==> src/rtl/rec_env_pkg.sv <==
// ----------------------------------------------------------------------------
// Record envelope checker package
// Shared types, header layout constants and the byte-wide CRC-32 step.
// ----------------------------------------------------------------------------
package rec_env_pkg;

  // Default largest record the byte counter tracks before it saturates.
  localparam int unsigned REC_MAX_RECORD_BYTES = 65536;
  // Fixed header length in bytes.
  localparam int unsigned REC_HEADER_BYTES = 24;

  // Header field offsets.
  localparam int unsigned OFF_SCHEMA   = 4;
  localparam int unsigned OFF_KIND     = 6;
  localparam int unsigned OFF_RSV_BYTE = 7;
  localparam int unsigned OFF_GEN      = 8;
  localparam int unsigned OFF_LEN      = 12;
  localparam int unsigned OFF_CRC      = 16;
  localparam int unsigned OFF_RSV_WORD = 20;

  // CRC-32 (reflected) polynomial, initial value and final inversion.
  localparam logic [31:0] CRC_POLY = 32'hedb88320;
  localparam logic [31:0] CRC_ONES = 32'hffffffff;

  // Reset value of the size limit register.
  localparam logic [16:0] MAX_SIZE_RESET = 17'h10000;

  typedef enum logic [2:0] {
    ST_OK          = 3'd0,
    ST_BAD_CONFIG  = 3'd1,
    ST_TOO_LARGE   = 3'd2,
    ST_CORRUPT     = 3'd3,
    ST_UNSUPPORTED = 3'd4
  } rec_status_e;

  typedef enum logic [1:0] {
    CFG_MAGIC  = 2'd0,
    CFG_SCHEMA = 2'd1,
    CFG_KIND   = 2'd2,
    CFG_MAX    = 2'd3
  } rec_cfg_idx_e;

  typedef struct packed {
    logic [7:0] data_byte;
    logic       last_byte;
  } rec_env_in_t;

  typedef struct packed {
    logic [2:0]  status;
    logic [31:0] generation_out;
    logic [31:0] crc_out;
    logic [15:0] payload_bytes;
  } rec_env_out_t;

  // Record summary after the byte being processed, handed to the verdict logic.
  typedef struct packed {
    logic        hdr_ok;
    logic        rsv_ok;
    logic [15:0] schema;
    logic [31:0] generation;
    logic [31:0] length;
    logic [31:0] stored_crc;
    logic [31:0] calc_crc;
  } rec_env_snap_t;

  // One byte through the reflected CRC-32, eight bit steps.
  function automatic logic [31:0] crc_byte(input logic [31:0] crc, input logic [7:0] b);
    logic [31:0] c;
    c = crc ^ {24'd0, b};
    for (int k = 0; k < 8; k++) begin
      c = (c >> 1) ^ (c[0] ? CRC_POLY : 32'd0);
    end
    return c;
  endfunction

endpackage

==> src/rtl/rec_env_tracker.sv <==
// ----------------------------------------------------------------------------
// Record envelope tracker
// Holds the per-record state: byte counter, running CRC and header fields.
// ----------------------------------------------------------------------------
module rec_env_tracker
  import rec_env_pkg::*;
#(
  parameter int unsigned MaxRecordBytes = REC_MAX_RECORD_BYTES,
  localparam int unsigned CW = $clog2(MaxRecordBytes + 2)
) (
  input  logic          clk_i,
  input  logic          rst_ni,
  input  logic          adv_i,
  input  logic [7:0]    byte_i,
  input  logic          last_i,
  input  logic [31:0]   magic_i,
  input  logic [7:0]    kind_i,
  output logic [CW-1:0] byte_count_o,
  output logic [CW-1:0] count_o,
  output rec_env_snap_t snap_o
);

  logic [CW-1:0] count_q, count_d;
  logic [31:0]   crc_q, crc_d;
  logic          hdr_ok_q, hdr_ok_d;
  logic          rsv_ok_q, rsv_ok_d;
  logic [15:0]   schema_q, schema_d;
  logic [31:0]   gen_q, gen_d;
  logic [31:0]   len_q, len_d;
  logic [31:0]   stored_q, stored_d;
  logic [1:0]    lane;
  logic [7:0]    crc_in;

  assign lane = count_q[1:0];

  always_comb begin
    hdr_ok_d = hdr_ok_q;
    rsv_ok_d = rsv_ok_q;
    schema_d = schema_q;
    gen_d    = gen_q;
    len_d    = len_q;
    stored_d = stored_q;

    priority if (count_q < CW'(OFF_SCHEMA)) begin
      if (magic_i[{lane, 3'b000} +: 8] != byte_i) hdr_ok_d = 1'b0;
    end else if (count_q < CW'(OFF_KIND)) begin
      schema_d[{lane[0], 3'b000} +: 8] = byte_i;
    end else if (count_q == CW'(OFF_KIND)) begin
      if (byte_i != kind_i) hdr_ok_d = 1'b0;
    end else if (count_q == CW'(OFF_RSV_BYTE)) begin
      if (byte_i != 8'd0) rsv_ok_d = 1'b0;
    end else if (count_q < CW'(OFF_LEN)) begin
      gen_d[{lane, 3'b000} +: 8] = byte_i;
    end else if (count_q < CW'(OFF_CRC)) begin
      len_d[{lane, 3'b000} +: 8] = byte_i;
    end else if (count_q < CW'(OFF_RSV_WORD)) begin
      stored_d[{lane, 3'b000} +: 8] = byte_i;
    end else if (count_q < CW'(REC_HEADER_BYTES)) begin
      if (byte_i != 8'd0) rsv_ok_d = 1'b0;
    end else begin
      // Payload byte: only the CRC and the counter move.
    end

    // The stored CRC field enters the checksum as zero bytes.
    crc_in = (count_q >= CW'(OFF_CRC) && count_q < CW'(OFF_RSV_WORD)) ? 8'd0 : byte_i;
    crc_d  = crc_byte(crc_q, crc_in);

    count_d = (count_q <= CW'(MaxRecordBytes)) ? count_q + CW'(1) : count_q;
  end

  always_ff @(posedge clk_i or negedge rst_ni) begin
    if (!rst_ni) begin
      count_q  <= '0;
      crc_q    <= CRC_ONES;
      hdr_ok_q <= 1'b1;
      rsv_ok_q <= 1'b1;
      schema_q <= '0;
      gen_q    <= '0;
      len_q    <= '0;
      stored_q <= '0;
    end else if (adv_i) begin
      if (last_i) begin
        count_q  <= '0;
        crc_q    <= CRC_ONES;
        hdr_ok_q <= 1'b1;
        rsv_ok_q <= 1'b1;
        schema_q <= '0;
        gen_q    <= '0;
        len_q    <= '0;
        stored_q <= '0;
      end else begin
        count_q  <= count_d;
        crc_q    <= crc_d;
        hdr_ok_q <= hdr_ok_d;
        rsv_ok_q <= rsv_ok_d;
        schema_q <= schema_d;
        gen_q    <= gen_d;
        len_q    <= len_d;
        stored_q <= stored_d;
      end
    end
  end

  assign byte_count_o = count_q;
  assign count_o      = count_d;

  always_comb begin
    snap_o.hdr_ok     = hdr_ok_d;
    snap_o.rsv_ok     = rsv_ok_d;
    snap_o.schema     = schema_d;
    snap_o.generation = gen_d;
    snap_o.length     = len_d;
    snap_o.stored_crc = stored_d;
    snap_o.calc_crc   = crc_d ^ CRC_ONES;
  end

endmodule

==> src/rtl/rec_env_judge.sv <==
// ----------------------------------------------------------------------------
// Record envelope verdict
// Turns the finished record summary into a status and the reported fields.
// ----------------------------------------------------------------------------
module rec_env_judge
  import rec_env_pkg::*;
#(
  parameter int unsigned MaxRecordBytes = REC_MAX_RECORD_BYTES,
  localparam int unsigned CW = $clog2(MaxRecordBytes + 2),
  localparam int unsigned WW = (CW > 17) ? CW : 17
) (
  input  logic [CW-1:0] count_i,
  input  rec_env_snap_t snap_i,
  input  logic [15:0]   exp_schema_i,
  input  logic [16:0]   max_size_i,
  output rec_env_out_t  result_o
);

  rec_status_e status;
  logic [31:0] body_len;
  logic        bad_cfg, too_large, corrupt_a, corrupt_b;

  // Payload length from the byte count; only meaningful past the header.
  assign body_len = 32'(count_i) - 32'(REC_HEADER_BYTES);

  assign bad_cfg   = (exp_schema_i == 16'd0) || (max_size_i < 17'(REC_HEADER_BYTES));
  assign too_large = (WW'(count_i) > WW'(max_size_i)) || (count_i > CW'(MaxRecordBytes));
  assign corrupt_a = (count_i < CW'(REC_HEADER_BYTES)) || !snap_i.hdr_ok ||
                     (snap_i.length != body_len) || (snap_i.stored_crc != snap_i.calc_crc);
  assign corrupt_b = !snap_i.rsv_ok || (snap_i.generation == 32'd0);

  always_comb begin
    priority if (bad_cfg)                        status = ST_BAD_CONFIG;
    else if (too_large)                          status = ST_TOO_LARGE;
    else if (corrupt_a)                          status = ST_CORRUPT;
    else if (snap_i.schema != exp_schema_i)      status = ST_UNSUPPORTED;
    else if (corrupt_b)                          status = ST_CORRUPT;
    else                                         status = ST_OK;

    result_o.status = status;
    if (status == ST_OK) begin
      result_o.generation_out = snap_i.generation;
      result_o.crc_out        = snap_i.stored_crc;
      result_o.payload_bytes  = body_len[15:0];
    end else begin
      result_o.generation_out = '0;
      result_o.crc_out        = '0;
      result_o.payload_bytes  = '0;
    end
  end

endmodule

==> src/rtl/record_envelope_checker_unit.sv <==
// ----------------------------------------------------------------------------
// Record envelope checker
// Validates the 24-byte header and CRC-32 of a record streamed byte by byte.
// ----------------------------------------------------------------------------
// The checker takes one record byte per cycle while its input side does not
// stall, and gives one status request for every byte flagged as last. A byte
// first lands in an input register; from there the byte-wide CRC step and
// the header capture update the record state, and for a last byte the
// verdict is loaded into the result register. The input side stalls only
// while a last byte waits behind a result that the sink has not yet taken;
// non-final bytes keep flowing even then, because they produce no result.
// The per-record state returns to its reset values as soon as the last byte
// has been judged, so the next record may follow in the very next cycle.
// Configuration is written through a plain write port and must only change
// while no record is in flight. Records longer than MaxRecordBytes are
// reported as too large unless the configuration is invalid; the byte
// counter saturates one past that limit.
// ----------------------------------------------------------------------------
module record_envelope_checker_unit
  import rec_env_pkg::*;
#(
  parameter int unsigned MaxRecordBytes = REC_MAX_RECORD_BYTES
) (
  input  logic         clk_i,
  input  logic         rst_ni,
  input  logic         cfg_we_i,
  input  logic [1:0]   cfg_index_i,
  input  logic [31:0]  cfg_wdata_i,
  input  logic         in_valid_i,
  output logic         in_stall_o,
  input  rec_env_in_t  in_data_i,
  output logic         out_valid_o,
  input  logic         out_stall_i,
  output rec_env_out_t out_data_o
);

  localparam int unsigned CW = $clog2(MaxRecordBytes + 2);

  // Configuration registers.
  logic [31:0] magic_q;
  logic [15:0] schema_q;
  logic [7:0]  kind_q;
  logic [16:0] max_size_q;

  rec_cfg_idx_e cfg_idx;
  assign cfg_idx = rec_cfg_idx_e'(cfg_index_i);

  always_ff @(posedge clk_i or negedge rst_ni) begin
    if (!rst_ni) begin
      magic_q    <= '0;
      schema_q   <= '0;
      kind_q     <= '0;
      max_size_q <= MAX_SIZE_RESET;
    end else if (cfg_we_i) begin
      unique case (cfg_idx)
        CFG_MAGIC:  magic_q    <= cfg_wdata_i;
        CFG_SCHEMA: schema_q   <= cfg_wdata_i[15:0];
        CFG_KIND:   kind_q     <= cfg_wdata_i[7:0];
        CFG_MAX:    max_size_q <= cfg_wdata_i[16:0];
        default:    ;
      endcase
    end
  end

  // Input register: one byte waiting to be folded into the record state.
  logic        s1_valid_q;
  rec_env_in_t s1_data_q;
  logic        s1_adv;
  logic        load_result;
  logic        in_take;

  // A byte moves on unless it would need the result register while it is full
  // and the sink is holding it.
  assign s1_adv      = s1_valid_q &&
                       (!s1_data_q.last_byte || !out_valid_o || !out_stall_i);
  assign load_result = s1_adv && s1_data_q.last_byte;
  assign in_stall_o  = s1_valid_q && !s1_adv;
  assign in_take     = in_valid_i && !in_stall_o;

  always_ff @(posedge clk_i or negedge rst_ni) begin
    if (!rst_ni) begin
      s1_valid_q <= 1'b0;
    end else if (in_take) begin
      s1_valid_q <= 1'b1;
    end else if (s1_adv) begin
      s1_valid_q <= 1'b0;
    end
  end

  always_ff @(posedge clk_i) begin
    if (in_take) begin
      s1_data_q <= in_data_i;
    end
  end

  // Record state and verdict.
  logic [CW-1:0] byte_count;
  logic [CW-1:0] count_next;
  rec_env_snap_t snap;
  rec_env_out_t  result;

  rec_env_tracker #(
    .MaxRecordBytes(MaxRecordBytes)
  ) u_tracker (
    .clk_i       (clk_i),
    .rst_ni      (rst_ni),
    .adv_i       (s1_adv),
    .byte_i      (s1_data_q.data_byte),
    .last_i      (s1_data_q.last_byte),
    .magic_i     (magic_q),
    .kind_i      (kind_q),
    .byte_count_o(byte_count),
    .count_o     (count_next),
    .snap_o      (snap)
  );

  rec_env_judge #(
    .MaxRecordBytes(MaxRecordBytes)
  ) u_judge (
    .count_i     (count_next),
    .snap_i      (snap),
    .exp_schema_i(schema_q),
    .max_size_i  (max_size_q),
    .result_o    (result)
  );

  // Result register.
  logic         out_valid_q;
  rec_env_out_t out_data_q;

  always_ff @(posedge clk_i or negedge rst_ni) begin
    if (!rst_ni) begin
      out_valid_q <= 1'b0;
    end else if (load_result) begin
      out_valid_q <= 1'b1;
    end else if (out_valid_q && !out_stall_i) begin
      out_valid_q <= 1'b0;
    end
  end

  always_ff @(posedge clk_i) begin
    if (load_result) begin
      out_data_q <= result;
    end
  end

  assign out_valid_o = out_valid_q;
  assign out_data_o  = out_data_q;

  // The input side only ever waits on a final byte blocked by an untaken result.
  a_stall_cause : assert property (@(posedge clk_i) disable iff (!rst_ni)
    in_stall_o |-> (s1_valid_q && s1_data_q.last_byte && out_valid_q && out_stall_i))
    else $error("input stalled without a blocked final byte");

  // Once a final byte has been judged, the next record starts at offset zero.
  a_record_restart : assert property (@(posedge clk_i) disable iff (!rst_ni)
    load_result |=> (byte_count == '0))
    else $error("record state not cleared after final byte");

  // A good record never carries a zero generation.
  a_ok_generation : assert property (@(posedge clk_i) disable iff (!rst_ni)
    (out_valid_o && out_data_o.status == ST_OK) |-> (out_data_o.generation_out != 32'd0))
    else $error("good record reported with zero generation");

  // Any failing status reports zero fields.
  a_fail_fields : assert property (@(posedge clk_i) disable iff (!rst_ni)
    (out_valid_o && out_data_o.status != ST_OK) |->
      (out_data_o.generation_out == 32'd0 && out_data_o.crc_out == 32'd0 &&
       out_data_o.payload_bytes == 16'd0))
    else $error("failing record reported with nonzero fields");

endmodule

==> config.mk <==
export PLATFORM = sky130hd
export DESIGN_NAME = record_envelope_checker_unit
export DESIGN_NICKNAME = d
export VERILOG_FILES = /design/src/rtl/rec_env_pkg.sv /design/src/rtl/rec_env_tracker.sv /design/src/rtl/rec_env_judge.sv /design/src/rtl/record_envelope_checker_unit.sv
export SDC_FILE = /design/constraint.sdc
export NUM_CORES = 1
export LEC_CHECK = 0
export ABC_AREA = 1
export ABC_CLOCK_PERIOD_IN_PS = 5200
export BUFFER_PORTS_ARGS = -buffer_cell sky130_fd_sc_hd__buf_2
export CAP_MARGIN = 20
export CORE_UTILIZATION = 60
export DETAILED_ROUTE_END_ITERATION = 10
export HOLD_SLACK_MARGIN = 0.1
export PLACE_DENSITY = 0.79
export SLEW_MARGIN = 40
export SYNTH_ARGS = -nofsm -noshare
export SYNTH_HDL_FRONTEND = slang
export SYNTH_HIERARCHICAL = 1
export SYNTH_SLANG_ARGS = --single-unit
==> constraint.sdc <==
create_clock -name clk_i -period 5.2 [get_ports clk_i]
set_input_delay 0 -clock clk_i [delete_from_list [all_inputs] [get_ports clk_i]]
set_output_delay 0 -clock clk_i [all_outputs]
set_load 0.02 [all_outputs]
==> results by group <==
Outcome
  • Status: completed

Layout
  • Commonest non-fill, non-tap cell in the layout: nand2_1
  • Layout cells sized above 1: 0.150
  • Most frequent cells in the layout: nand2_1 (738), inv_1 (371), dfrtp_1 (203)
  • Fill cells: 2,578
  • Area of the multi-input gates: 9040 µm²
  • Register area: approximately 8800 µm²
  • Post-route cell area: 22,500 µm²
  • N_diodes: 0
  • NumNets Final: around 2,800
  • Syn-to-layout area delta: 14.2%

Min path
  • Hold depth: 2
  • Hold EP: s1_data_q[1]$_DFFE_PP_
  • Hold_sp: in_data_i[1]
  • Hold Crit Class: in -> reg

Die
  • Initial Utilization: 0.608
  • Core ar.: around 32,000 µm²
  • Die height: 183 µm
  • Die width: around 180 µm
  • Number of core rows: 66
  • Ports: 133
  • Die ar.: approximately 34,000 µm²

Routing
  • DRT Wirelength: 58,900 µm
  • First DRT Iteration DRCs: 2,128
  • DR pass1 iterations: 6
  • DR WL/cell: 18.7 µm
  • Post-DRT Antenna Nets: 0
  • DR vias/cell: about 5.8
  • Drc violations: 0
  • DR vias: 18,200

Critical path
  • Kind of critical path: reg -> reg
  • Worst Setup End Kind: flop
  • R2R Path End: out_data_o[17]$_DFFE_PP_
  • Crit path max fanout: 30
  • WP data arrival: 5.02 ns
  • Slowest stage delay, CP: ~0.54 ns
  • Worst reg2reg setup slack: ~0.43 ns
  • CP Cell Sequence: inv_2, nor2_1, nor2_4, nand3_2, nand3_1, nand2_1, nand2_1, nand2_2, nand2_1, nand2_1, or2_1, and2_1, xnor2_1, inv_1, nor3_1, nand2_1, inv_1, nand3_1, nor2_1, nand4_1, nand2_8, buf_12, nor3_2
  • R2r worst-path depth: 23
  • CP required: 5.45 ns
  • Reg2reg start: u_tracker/byte_count_o[4]$_DFFE_PN0P_
  • CP Launch Type: flop
  • Crit path max-delay cell type: dfrtp_1
  • CP most frequent cell: nand2_1

Timing
  • Slew HR: 0.442
  • Fin. max-slew vios: 0
  • Final period utilization: 0.917
  • Setup violations, final: 0
  • Fmax: 210 MHz
  • Setup Skew: roughly 0.025 ns
  • Final Hold Violating Endpoints: 0
  • RSZ-0062 raised after global routing: no
  • Minimum clock period: 4.77 ns
  • Actual slew at the worst max-slew pin: 0.838 ns
  • TNS Setup: 0 ns
  • Fin Hold WS: 0.196 ns

CTS
  • Skew-Pair Late Insertion Delay: 0.54 ns
  • Clk sinks: 330
  • Clock-pin slew on the worst setup and hold paths: approximately 0.06 ns
  • CTS tree: yes
  • H-tree levels: 2
  • CTS max path bufs: 3
  • Post-CTS setup buffer count: 0
  • CTS Buf Count: 37
  • Clock root buffer: clkbuf_16

Logic synthesis
  • Synthesized area: 19,700 µm²
  • Fraction of registers with async set or reset after synthesis: 0.721
  • Dominant cell type by area after synthesis: dfrtp_1
  • Synth Area per Inst: between 7 and 8 µm²
  • Post-synth top area share: 0.257
  • Syn Inst Count: roughly 2,500
  • Synth area leaders: dfrtp_1 (26%), nand2_1 (14%), edfxtp_1 (14%), inv_1 (7.1%), dfstp_2 (4.7%)
  • Post-synthesis cell type count: 53
  • Sequential element share of the synthesized area: 0.444
  • Most used flip-flop cell after synthesis: dfrtp_1
  • EDFF count, synth: about 90
  • Syn Nets: around 2,600
  • Synthesized flop and latch total: 330
  • Warnings from Yosys: 6

Placement
  • GPL Wtd Cong: 1.02
  • Port-buffer cells: 132
  • HPWL after DPL: 41,000 µm
  • Placed cell area: 20,700 µm²

Global route
  • Largest net degree at the start of global routing: 114
  • First-pass GRT wire length: slightly above 90,000 µm
  • Gr ovfl total: 0
  • Aggregate global-route resource usage: 0.354
  • Antenna violations before repair: 1
  • Vias in the first global route: 17,300

Run
  • Max_cap viols: 0

Power
  • Power density over the cells: 400 nW/µm²
  • Overall Power: ~9.0 mW
  • Lkg Pwr: 11.0 nW
  • Maximum vdd drop: 319 µV
[critical path, delay by kind of cell, from the launching register on]
kind | cells | cell delay (ns)
and+or+nand+nor | 18 | 3.09
buffers and inverters | 4 | 0.59
DFF | 1 | 0.54
xor gates and xnor gates | 1 | 0.22
[logic make-up (layout without fill, tap and decap cells)]
kind of cell,after synthesis,in the layout,synth area share
compound gates,306,306,0.0908
xor+xnor,87,87,0.0390
fa+ha+maj,24,24,0.0152
buf+inv,483,659,0.100
flops,330,330,0.444
simple gates,1301,1302,0.311
[state kept, by name, indices dropped and copies added, names as in the netlist, 9 cells and up]
register / cells
s1_data_q: 9
u_tracker/crc_q: 32
max_size_q: 17
out_data_o: 83
u_tracker/stored_q: 32
schema_q: 16
u_tracker/len_q: 32
u_tracker/schema_q: 16
u_tracker/byte_count_o: 17
magic_q: 32
u_tracker/gen_q: 32
[cells in the mapped netlist (17+ instances only)]
library cell / number
nand4_1: 60
nand2_1: 740
o22ai_1: 57
nor4_1: 22
xor2_1: 69
clkbuf_1: 45
buf_2: 23
dfstp_2: 35
ha_1: 24
xnor2_1: 17
nor3_2: 83
nor3_1: 26
inv_1: 374
nand3_1: 147
nand2_2: 22
a22o_1: 40
o21ai_0: 155
edfxtp_1: 92
nor2_1: 149
o21ai_1: 24
dfrtp_1: 203
a21oi_1: 18
[worst max path at each step]
stage	from	to	slack [ns]	cells after the start
5_1_grt	u_tracker/byte_count_o[4]$_DFFE_PN0P_	out_data_o[19]$_DFFE_PP_	0.09	27
6_report	u_tracker/byte_count_o[4]$_DFFE_PN0P_	out_data_o[17]$_DFFE_PP_	0.43	23
3_5_place_dp	u_tracker/byte_count_o[14]$_DFFE_PN0P_	out_data_o[25]$_DFFE_PP_	0.42	17
4_1_cts	u_tracker/byte_count_o[14]$_DFFE_PN0P_	out_data_o[4]$_DFFE_PP_	0.35	17
2_1_floorplan	u_tracker/byte_count_o[1]$_DFFE_PN0P_	out_data_o[3]$_DFFE_PP_	1.56	23
3_3_place_gp	u_tracker/byte_count_o[14]$_DFFE_PN0P_	out_data_o[19]$_DFFE_PP_	0.45	17
[cell type report]
type / instances / share of cell area
multi-input combinational: 1719 / 0.401
sequential: 330 / 0.389
inverter: 383 / 0.0640
timing repair buffer: 208 / 0.0636
clock buffer: 50 / 0.0479
tap: 442 / 0.0245
clock inverter: 18 / 0.0102
[per-layer routing]
| metal | track usage | vias to the layer above | routed length (µm) |
|---|---|---|---|
| li1 | - | 8475 | - |
| met1 | 0.468 | 8557 | 23700 |
| met2 | 0.576 | 939 | 27400 |
| met3 | 0.0488 | 189 | 4950 |
| met4 | 0.171 | 0 | 2910 |
| met5 | 0 | - | 0 |
[timing repair]
item | CTS | global route
hold buffers | 50 | 0
setup endpoints to repair | 0 | 17
endpoints found under the hold margin | 328 | 0
resized for setup | 0 | 2
[report_power, final]
part | switching (mW) | internal [mW]
registers | 0.182 | 2.99
clock network | 1.10 | 1.71
logic | 2.11 | 0.913
total | 3.39 | 5.62
[stage by stage]
stage	utilization	worst slack [ns]	instances
after floorplan	-	1.56	2531
after global placement	0.636	0.450	3030
after detailed placement	0.637	0.415	3031
after CTS	0.693	0.353	3149
after global routing	0.694	0.0924	3150
final	0.694	0.434	3150
Note: power is estimated with default switching activity, not from simulation.
